==> src/rtl/nnr_pkg.sv <==
// Package for the name-to-node registry: sizes, request codes, RAM port struct
// and the key normalization function.
// No dependencies; used by every other file of the block.
package nnr_pkg;

   // Table geometry
   localparam int SLOTS       = 16;
   localparam int SLOT_W      = (SLOTS > 1) ? $clog2(SLOTS) : 1;
   localparam int CNT_W       = $clog2(SLOTS + 1);
   localparam int NAME_BYTES  = 8;
   localparam int SERVER_SLOT = 0;
   localparam int NODE_W      = 8;
   localparam int KEY_W       = 64;
   localparam int KIND_W      = 2;

   // "/io0" packed with the first character in the low byte
   localparam logic [KEY_W-1:0] SERVER_NAME = 64'h0000_0000_306F_692F;

   // Request codes
   localparam logic [KIND_W-1:0] KIND_LOOKUP = 2'd0;
   localparam logic [KIND_W-1:0] KIND_LINK   = 2'd1;
   localparam logic [KIND_W-1:0] KIND_UNLINK = 2'd2;

   // Controller to slot RAM
   typedef struct packed {
      logic              rd_en;
      logic [SLOT_W-1:0] rd_addr;
      logic              wr_en;
      logic [SLOT_W-1:0] wr_addr;
      logic [KEY_W-1:0]  wr_data;
   } ram_req_type;

   // Cut a key at its first zero byte and after NAME_BYTES bytes
   function automatic logic [KEY_W-1:0] norm_key(logic [KEY_W-1:0] k);
      logic [KEY_W-1:0] r;
      logic             live;
      r    = '0;
      live = 1'b1;
      for (int b = 0; b < KEY_W / 8; b++) begin
         if (k[8*b +: 8] == 8'h00 || b >= NAME_BYTES) live = 1'b0;
         if (live) r[8*b +: 8] = k[8*b +: 8];
      end
      return r;
   endfunction

endpackage

==> src/rtl/nnr_if.sv <==
// Valid/ready channel interfaces for the registry: request and response.
// Depends on nnr_pkg for field widths.
interface nnr_req_if;
   logic                           valid;
   logic                           ready;
   logic [nnr_pkg::KIND_W-1:0]     kind;
   logic [nnr_pkg::NODE_W-1:0]     node;
   logic [nnr_pkg::KEY_W-1:0]      name_key;

   modport source (output valid, kind, node, name_key, input ready);
   modport sink   (input valid, kind, node, name_key, output ready);
endinterface

interface nnr_rsp_if;
   logic                           valid;
   logic                           ready;
   logic                           status;
   logic [nnr_pkg::NODE_W-1:0]     found_node;

   modport source (output valid, status, found_node, input ready);
   modport sink   (input valid, status, found_node, output ready);
endinterface

==> src/rtl/nnr_slot_ram.sv <==
// Slot name memory: one write and one registered read per cycle.
// Per-entry valid bits give the reset contents (empty, server slot "/io0").
// Depends on nnr_pkg.
module nnr_slot_ram (
   input  logic                          clock,
   input  logic                          reset,
   input  nnr_pkg::ram_req_type          ram_req,
   output logic [nnr_pkg::KEY_W-1:0]     rd_data
);

   logic [nnr_pkg::KEY_W-1:0]  mem [nnr_pkg::SLOTS];
   logic [nnr_pkg::SLOTS-1:0]  vld_ff;
   logic [nnr_pkg::KEY_W-1:0]  rd_raw_ff;
   logic                       rd_vld_ff;
   logic [nnr_pkg::SLOT_W-1:0] rd_addr_ff;

   // Storage array
   always_ff @(posedge clock) begin
      if (ram_req.wr_en) mem[ram_req.wr_addr] <= ram_req.wr_data;
      if (ram_req.rd_en) begin
         rd_raw_ff  <= mem[ram_req.rd_addr];
         rd_addr_ff <= ram_req.rd_addr;
      end
   end

   // Written-since-reset flags
   always_ff @(posedge clock) begin
      if (reset) begin
         vld_ff    <= '0;
         rd_vld_ff <= 1'b0;
      end else begin
         if (ram_req.wr_en) vld_ff[ram_req.wr_addr] <= 1'b1;
         if (ram_req.rd_en) rd_vld_ff <= vld_ff[ram_req.rd_addr];
      end
   end

   // Unwritten entries read as their reset value
   always_comb begin
      if (rd_vld_ff) begin
         rd_data = rd_raw_ff;
      end else if (int'(rd_addr_ff) == nnr_pkg::SERVER_SLOT) begin
         rd_data = nnr_pkg::SERVER_NAME;
      end else begin
         rd_data = '0;
      end
   end

endmodule

==> src/rtl/nnr_ctrl.sv <==
// Request sequencer: scans the slot RAM for the key, reads the link target,
// then decides, writes back and loads the response register.
// Depends on nnr_pkg and nnr_if.
module nnr_ctrl (
   input  logic                          clock,
   input  logic                          reset,
   nnr_req_if.sink                       req_bus,
   nnr_rsp_if.source                     rsp_bus,
   output nnr_pkg::ram_req_type          ram_req,
   input  logic [nnr_pkg::KEY_W-1:0]     rd_data
);

   typedef enum logic [3:0] {
      ST_IDLE = 4'b0001,
      ST_SCAN = 4'b0010,
      ST_NODE = 4'b0100,
      ST_DONE = 4'b1000
   } state_type;

   state_type                   state_ff, state_in;
   logic [nnr_pkg::KIND_W-1:0]  kind_ff;
   logic [nnr_pkg::NODE_W-1:0]  node_ff;
   logic [nnr_pkg::KEY_W-1:0]   key_ff;
   logic [nnr_pkg::CNT_W-1:0]   issue_cnt_ff, issue_cnt_in;
   logic                        cmp_vld_ff, cmp_vld_in;
   logic [nnr_pkg::SLOT_W-1:0]  cmp_idx_ff, cmp_idx_in;
   logic                        hit_ff, hit_in;
   logic [nnr_pkg::SLOT_W-1:0]  hit_idx_ff, hit_idx_in;
   logic [nnr_pkg::CNT_W-1:0]   count_ff, count_in;
   logic                        rsp_valid_ff, rsp_valid_in;
   logic                        status_ff, status_in;
   logic [nnr_pkg::NODE_W-1:0]  found_ff, found_in;

   logic accept, issue, match_now, out_free, node_ok, ok;

   assign req_bus.ready      = (state_ff == ST_IDLE);
   assign accept             = req_bus.valid && req_bus.ready;
   assign rsp_bus.valid      = rsp_valid_ff;
   assign rsp_bus.status     = status_ff;
   assign rsp_bus.found_node = found_ff;
   assign out_free           = !rsp_valid_ff || rsp_bus.ready;

   // Scan pipeline: issue one address per cycle, compare in the next cycle
   assign match_now = (state_ff == ST_SCAN) && cmp_vld_ff && (rd_data == key_ff);
   assign issue     = (state_ff == ST_SCAN) && !match_now &&
                      (issue_cnt_ff < nnr_pkg::CNT_W'(nnr_pkg::SLOTS));
   assign node_ok   = ({1'b0, node_ff} < (nnr_pkg::NODE_W + 1)'(nnr_pkg::SLOTS));

   // Next-state and datapath
   always_comb begin
      state_in     = state_ff;
      issue_cnt_in = issue_cnt_ff;
      cmp_vld_in   = 1'b0;
      cmp_idx_in   = cmp_idx_ff;
      hit_in       = hit_ff;
      hit_idx_in   = hit_idx_ff;
      count_in     = count_ff;
      rsp_valid_in = rsp_valid_ff && !rsp_bus.ready;
      status_in    = status_ff;
      found_in     = found_ff;
      ok           = 1'b0;
      ram_req      = '0;

      case (state_ff)
         ST_IDLE: begin
            if (accept && req_bus.kind inside {nnr_pkg::KIND_LOOKUP, nnr_pkg::KIND_LINK,
                                               nnr_pkg::KIND_UNLINK}) begin
               state_in     = ST_SCAN;
               issue_cnt_in = '0;
               hit_in       = 1'b0;
               hit_idx_in   = '0;
            end
         end
         ST_SCAN: begin
            if (issue) begin
               ram_req.rd_en   = 1'b1;
               ram_req.rd_addr = issue_cnt_ff[nnr_pkg::SLOT_W-1:0];
               issue_cnt_in    = issue_cnt_ff + 1'b1;
               cmp_vld_in      = 1'b1;
               cmp_idx_in      = issue_cnt_ff[nnr_pkg::SLOT_W-1:0];
            end
            if (match_now) begin
               hit_in     = 1'b1;
               hit_idx_in = cmp_idx_ff;
               state_in   = ST_NODE;
            end else if (!issue && !cmp_vld_ff) begin
               state_in = ST_NODE;
            end
         end
         ST_NODE: begin
            // Fetch the link target's slot
            ram_req.rd_en   = 1'b1;
            ram_req.rd_addr = node_ff[nnr_pkg::SLOT_W-1:0];
            state_in        = ST_DONE;
         end
         ST_DONE: begin
            case (kind_ff)
               nnr_pkg::KIND_LINK: begin
                  ok = (count_ff < nnr_pkg::CNT_W'(nnr_pkg::SLOTS)) && !hit_ff &&
                       node_ok && (rd_data == '0);
                  ram_req.wr_addr = node_ff[nnr_pkg::SLOT_W-1:0];
                  ram_req.wr_data = key_ff;
               end
               nnr_pkg::KIND_UNLINK: begin
                  ok = (count_ff != '0) && hit_ff;
                  ram_req.wr_addr = hit_idx_ff;
                  ram_req.wr_data = '0;
               end
               default: ok = hit_ff;
            endcase
            if (out_free) begin
               state_in      = ST_IDLE;
               rsp_valid_in  = 1'b1;
               status_in     = !ok;
               found_in      = (kind_ff == nnr_pkg::KIND_LOOKUP && hit_ff) ?
                               nnr_pkg::NODE_W'(hit_idx_ff) : '0;
               if (ok && kind_ff != nnr_pkg::KIND_LOOKUP) begin
                  ram_req.wr_en = 1'b1;
                  count_in      = (kind_ff == nnr_pkg::KIND_LINK) ? count_ff + 1'b1
                                                                  : count_ff - 1'b1;
               end
            end
         end
         default: state_in = ST_IDLE;
      endcase
   end

   // Control registers
   always_ff @(posedge clock) begin
      if (reset) begin
         state_ff     <= ST_IDLE;
         count_ff     <= '0;
         rsp_valid_ff <= 1'b0;
         cmp_vld_ff   <= 1'b0;
         hit_ff       <= 1'b0;
      end else begin
         state_ff     <= state_in;
         count_ff     <= count_in;
         rsp_valid_ff <= rsp_valid_in;
         cmp_vld_ff   <= cmp_vld_in;
         hit_ff       <= hit_in;
      end
   end

   // Payload registers
   always_ff @(posedge clock) begin
      if (accept) begin
         kind_ff <= req_bus.kind;
         node_ff <= req_bus.node;
         key_ff  <= nnr_pkg::norm_key(req_bus.name_key);
      end
      issue_cnt_ff <= issue_cnt_in;
      cmp_idx_ff   <= cmp_idx_in;
      hit_idx_ff   <= hit_idx_in;
      status_ff    <= status_in;
      found_ff     <= found_in;
   end

endmodule

==> src/rtl/name_to_node_registry_top.sv <==
// Top level of the name-to-node registry.
// Depends on nnr_pkg, nnr_if, nnr_slot_ram and nnr_ctrl.
//
// Channels: req_bus carries one request beat (kind, node, name_key); kind 0
// looks a name up, 1 links it to a node's slot, 2 unlinks it, 3 is dropped
// without a response. rsp_bus returns one beat per request: status (0 ok or
// found, 1 failed or not found) and found_node for a successful lookup.
// Keys are cut at their first zero byte before use.
//
// Sequence: the slot RAM has one read port, so the scan reads one slot a cycle
// and stops at the first match; a miss reads all 16 slots. Then ST_NODE reads
// the link target slot and ST_DONE decides, writes back and loads the response
// register. One request is in work at a time; the next is taken once the
// sequencer is back in idle.
//
// Reset: all slots empty except slot 0 holding "/io0", count zero. No
// clearing pass is needed; per-slot valid bits supply the reset contents.
// Stall: a response waits in its output register while rsp_bus.ready is low;
// a new request may still be taken and run until its own response is due.
module name_to_node_registry_top (
   input  logic        clock,
   input  logic        reset,
   nnr_req_if.sink     req_bus,
   nnr_rsp_if.source   rsp_bus
);

   nnr_pkg::ram_req_type          ram_req;
   logic [nnr_pkg::KEY_W-1:0]     rd_data;

   // Sequencer
   nnr_ctrl u_ctrl (
      .clock   (clock),
      .reset   (reset),
      .req_bus (req_bus),
      .rsp_bus (rsp_bus),
      .ram_req (ram_req),
      .rd_data (rd_data)
   );

   // Slot name storage
   nnr_slot_ram u_ram (
      .clock   (clock),
      .reset   (reset),
      .ram_req (ram_req),
      .rd_data (rd_data)
   );

endmodule

==> src/flat_wrapper.sv <==
// flat-port wrapper written by rule: the top's interface ports become plain ports
module name_to_node_registry_top_flat 
  (clock, reset, req_bus_valid, req_bus_kind, req_bus_node, req_bus_name_key, req_bus_ready, rsp_bus_valid, rsp_bus_status, rsp_bus_found_node, rsp_bus_ready);
  nnr_req_if req_bus_i ();
  nnr_rsp_if rsp_bus_i ();
  input  logic clock;
  input  logic reset;
  input wire logic [$bits(req_bus_i.valid)-1:0] req_bus_valid;
  input wire logic [$bits(req_bus_i.kind)-1:0] req_bus_kind;
  input wire logic [$bits(req_bus_i.node)-1:0] req_bus_node;
  input wire logic [$bits(req_bus_i.name_key)-1:0] req_bus_name_key;
  output wire logic [$bits(req_bus_i.ready)-1:0] req_bus_ready;
  output wire logic [$bits(rsp_bus_i.valid)-1:0] rsp_bus_valid;
  output wire logic [$bits(rsp_bus_i.status)-1:0] rsp_bus_status;
  output wire logic [$bits(rsp_bus_i.found_node)-1:0] rsp_bus_found_node;
  input wire logic [$bits(rsp_bus_i.ready)-1:0] rsp_bus_ready;
  assign req_bus_i.valid = req_bus_valid;
  assign req_bus_i.kind = req_bus_kind;
  assign req_bus_i.node = req_bus_node;
  assign req_bus_i.name_key = req_bus_name_key;
  assign req_bus_ready = req_bus_i.ready;
  assign rsp_bus_valid = rsp_bus_i.valid;
  assign rsp_bus_status = rsp_bus_i.status;
  assign rsp_bus_found_node = rsp_bus_i.found_node;
  assign rsp_bus_i.ready = rsp_bus_ready;
  name_to_node_registry_top u_core (.clock(clock), .reset(reset), .req_bus(req_bus_i), .rsp_bus(rsp_bus_i));
endmodule
==> config.mk <==
export PLATFORM = sky130hd
export DESIGN_NAME = name_to_node_registry_top_flat
export DESIGN_NICKNAME = d
export VERILOG_FILES = /design/src/rtl/nnr_pkg.sv /design/src/rtl/nnr_if.sv /design/src/rtl/nnr_slot_ram.sv /design/src/rtl/nnr_ctrl.sv /design/src/rtl/name_to_node_registry_top.sv /design/src/flat_wrapper.sv
export SDC_FILE = /design/constraint.sdc
export NUM_CORES = 2
export LEC_CHECK = 0
export BUFFER_PORTS_ARGS = -buffer_cell sky130_fd_sc_hd__clkbuf_2
export CORE_ASPECT_RATIO = 0.5
export CORE_MARGIN = 8
export CORE_UTILIZATION = 56
export DETAILED_ROUTE_END_ITERATION = 7
export HOLD_SLACK_MARGIN = 0.02
export PLACE_DENSITY = 0.75
export SYNTH_ARGS = -nofsm -noshare
export SYNTH_HDL_FRONTEND = slang
export SYNTH_SLANG_ARGS = --single-unit
==> constraint.sdc <==
create_clock -name clock -period 6.3 [get_ports clock]
set_input_delay 1.26 -clock clock [delete_from_list [all_inputs] [get_ports clock]]
set_output_delay 1.26 -clock clock [all_outputs]
set_load 0.02 [all_outputs]
==> run_results.csv <==
group,metric,value,unit
power,p_per_area,289.4,nW/um^2
synthesis,yosys_warnings,0,
worst_setup_path,cp-start-kind,"flop",
timing,grt_setup_unrepaired,"false",
grt,grt_overflow,0,
worst_setup_path,crit_chain,"clkinv_1 > a2bb2oi_1 > nor4_1 > and4_1 > a31o_1 > or2_4 > nand2_4 > buf_12 > mux2i_1 > a32oi_1 > o221ai_1",
clocking,cts_made_buffers,105,
drt,ant_nets,0,
worst_setup_path,crit_required,6.65,ns
worst_setup_path,critPathArrivalTime,6.20,ns
drt,drt-wirelength-per-cell,26.47,um
place,dp_hpwl,68290,um
synthesis,synth_flop_cell,"edfxtp_1",
timing,hold_violations,0,
cells_and_area,postLayoutCellArea,54660,um^2
power,ir_drop,0.0001822,V
clocking,cts_sinks,1213,
power,p_leak,16.98,nW
floorplan,fp.dieW,436.2,um
grt,antenna_found_initial,5,
synthesis,syn_inst,3645,
synthesis,synthArstFlopShare,0,%
timing,min_period_over_period,92.77,%
timing,tightest_slew,1.228,ns
grt,grt_usage,25.76,%
worst_setup_path,criticalPathCategory,"flop to flop",
grt,grt_first_pass_wirelength,191400,um
timing,setup_violations,0,
timing,max-slew-margin-rel,18.16,%
worst_setup_path,crit_path_top_delay_cell,"clkinv_1",
grt,grt_max_degree,162,
place,gp_congestion,0.8610,
floorplan,start_util,56.27,%
clocking,cts_hold_buf,0,
clocking,cts_tree,"yes",
synthesis,syn_avg_cell_area,13.56,um^2
cells_and_area,fillers,6253,
clocking,root_buffer,"clkbuf_16",
synthesis,synth-edff-count,1184,
drt,drc,0,
job,maxCapViolCount,0,
floorplan,core_area,87860,um^2
synthesis,yosysUniqueCellTypes,70,
timing,period_minus_slack,5.845,ns
timing,finalSetupTns,0,ns
floorplan,chipHeight,226.1,um
drt,routed_wirelength,131100,um
hold_path,hold_path.class,"flop to flop",
timing,maxSlewViolCount,0,
floorplan,fp.dieArea,98630,um^2
floorplan,rows,77,
drt,via_count,31770,
clocking,cts_resized,0,
cells_and_area,final_layout_size_suffix_gt1_share,9.134,%
floorplan,ios,89,
synthesis,ys_ff_latch,1213,
run_status,status,"finished, final reports clean",
clocking,cts.clk_slew.worst_paths,0.07,ns
worst_setup_path,end_kind,"flop",
drt,via_per_inst,6.412,
timing,clock_skew,0.02925,ns
grt,grt_pass1_vias,30300,
place,place_area,51200,um^2
place,numPortBuffers,84,
cells_and_area,area_delta_synth_final,10.55,%
clocking,htreeDepth,3,
synthesis,syn_area,49440,um^2
drt,drt-pass1-iter-count,7,
worst_setup_path,worst-path-max-fanout,57,
worst_setup_path,crit_path_max_incr_delay,0.76,ns
clocking,clockBufferDepth,3,
timing,max_freq,171.1,MHz
clocking,clk_latency,0.71,ns
cells_and_area,fin_nets,3763,
synthesis,yosysSeqAreaShare,73.09,%
drt,initialDrtViolationCount,4894,
clocking,cts_setup_buffers,0,
per-layer routing:
layer / GRT usage, % / vias to the layer above / routed length (um)
li1: - / 13660 / -
met5: 0 / - / 24
met1: 35.22 / 15670 / 50380
met2: 40.64 / 2107 / 60180
met4: 9.320 / 4 / 4493
met3: 6.259 / 326 / 16050
placed cells by master, fill, tap and decap left out, types with 5 or more instances in the layout:
master	count
a21boi_0	5
a21oi_1	23
a22oi_1	5
a2bb2oi_1	13
a31oi_1	20
a32oi_1	65
and2_1	61
and3_1	70
buf_12	28
buf_4	34
bufinv_16	13
clkbuf_1	15
clkbuf_16	107
clkbuf_2	84
clkinv_1	28
clkinv_2	22
clkinvlp_4	6
dfxtp_1	28
edfxtp_1	1184
ha_1	6
inv_1	12
mux2i_1	196
nand2_1	543
nand3_1	212
nand4_1	72
nand4b_1	13
nor2_1	470
nor2_4	18
nor3_1	11
nor4_1	37
nor4bb_1	14
o21ai_0	147
o21ai_1	13
o221ai_1	69
o22ai_1	13
or3_1	6
xnor2_1	23
xor2_1	15
cell type report:
class | count | area [um^2] | area share [%]
Sequential cell | 1213 | 36140 | 66.11
Multi-Input combinational cell | 2196 | 12280 | 22.46
Clock buffer | 125 | 2775 | 5.077
Tap cell | 1185 | 1483 | 2.713
Timing Repair Buffer | 146 | 1236 | 2.262
Clock inverter | 71 | 676.9 | 1.238
Inverter | 15 | 65.06 | 0.1190
Antenna cell | 3 | 7.507 | 0.01374
state kept, by name (all words and copies together) (netlist names), 5 cells and up:
register	count
u_core.u_ram.mem	1024
u_core.u_ctrl.key_ff	64
u_core.u_ram.rd_raw_ff	64
u_core.u_ram.vld_ff	16
u_core.u_ctrl.node_ff	8
u_core.u_ctrl.count_ff	5
u_core.u_ctrl.issue_cnt_ff	5
synth_stat cells, types with 2 or more instances:
library cell | number | share of area (%)
nor4_1 | 37 | 0.47
o21ai_1 | 13 | 0.13
a21o_1 | 2 | 0.030
o22ai_1 | 13 | 0.16
buf_1 | 5 | 0.038
ha_1 | 7 | 0.18
dfxtp_1 | 29 | 1.2
or3_1 | 6 | 0.076
and3_1 | 70 | 0.89
nand2_1 | 547 | 4.2
buf_2 | 65 | 0.66
a32oi_1 | 65 | 1.2
a21boi_2 | 2 | 0.046
edfxtp_1 | 1184 | 72
nand4b_1 | 13 | 0.23
a21oi_1 | 23 | 0.23
a211o_1 | 2 | 0.035
mux2i_1 | 196 | 4.0
buf_6 | 17 | 0.39
o21ai_0 | 147 | 1.5
or4b_2 | 2 | 0.040
nor3_1 | 11 | 0.11
o2111ai_1 | 2 | 0.035
and4_1 | 3 | 0.053
inv_1 | 13 | 0.099
nor2_1 | 486 | 3.7
xnor2_1 | 23 | 0.41
or4_1 | 2 | 0.030
a21boi_0 | 5 | 0.076
buf_4 | 30 | 0.46
and2_1 | 62 | 0.78
nand3_1 | 212 | 2.1
a2bb2oi_1 | 13 | 0.23
a31oi_1 | 20 | 0.25
a22oi_1 | 5 | 0.076
o221ai_1 | 69 | 1.2
nor4bb_1 | 14 | 0.28
nand4_1 | 72 | 0.91
nor4b_1 | 3 | 0.053
clkbuf_1 | 106 | 0.80
xor2_1 | 15 | 0.27
o21a_1 | 5 | 0.076
or2_2 | 2 | 0.025
final timing paths:
| path | startpoint | end | slack, ns | cells past startpoint |
|---|---|---|---|---|
| worst max register to register | u_core.u_ram.rd_vld_ff$_SDFFE_PP0P_ | u_core.u_ram.rd_raw_ff[54]$_DFFE_PP_ | 0.46 | 11 |
| worst min-delay path | u_core.u_ram.vld_ff[1]$_SDFFE_PP0N_ | u_core.u_ram.vld_ff[1]$_SDFFE_PP0N_ | 0.47 | 2 |
| worst min register to register | u_core.u_ram.vld_ff[1]$_SDFFE_PP0N_ | u_core.u_ram.vld_ff[1]$_SDFFE_PP0N_ | 0.47 | 2 |
| worst max-delay path | u_core.u_ram.rd_vld_ff$_SDFFE_PP0P_ | u_core.u_ram.rd_raw_ff[54]$_DFFE_PP_ | 0.46 | 11 |
through the flow:
stage / total power (W) / utilization [%] / instances / hold WS [ns] / setup slack [ns]
after floorplan: 0.009258 / - / 3648 / 0.4396 / 0.1478
after global placement: 0.009419 / 58.27 / 4755 / 0.4502 / 0.8253
after detailed placement: 0.009427 / 58.27 / 4755 / 0.4579 / 0.6680
after CTS: 0.01583 / 62.20 / 4951 / 0.4721 / 0.6417
after global routing: 0.01617 / 62.20 / 4951 / 0.4998 / 0.4199
final: 0.01582 / 62.21 / 4954 / 0.4721 / 0.4553
critical path: cells and delay by family, from the launching register on:
| family | cells | cell delay (ns) |
|---|---|---|
| buffers and inverters | 2 | 1.18 |
| and+or+nand+nor | 4 | 2.15 |
| DFF | 1 | 0.68 |
| AOI/OAI and AO/OA | 4 | 1.16 |
| muxes | 1 | 0.17 |
cell families after synthesis:
logic type      Yosys count  synth area share, %
simple gates           1551                14.09
flops                  1213                73.09
compound gates          399                5.484
buf+inv                 239                2.473
mux                     196                3.968
xor+xnor                 38               0.6732
fa+ha+maj                 8               0.2176
other cells               1             0.007585
where the power goes:
group / leakage, nW / internal (W) / switching, W
registers: 8.67 / 0.00881 / 0.0000968
logic: 6.62 / 0.000124 / 0.000237
clock network: 1.68 / 0.00367 / 0.00288
(Power assumes the default switching activity.)
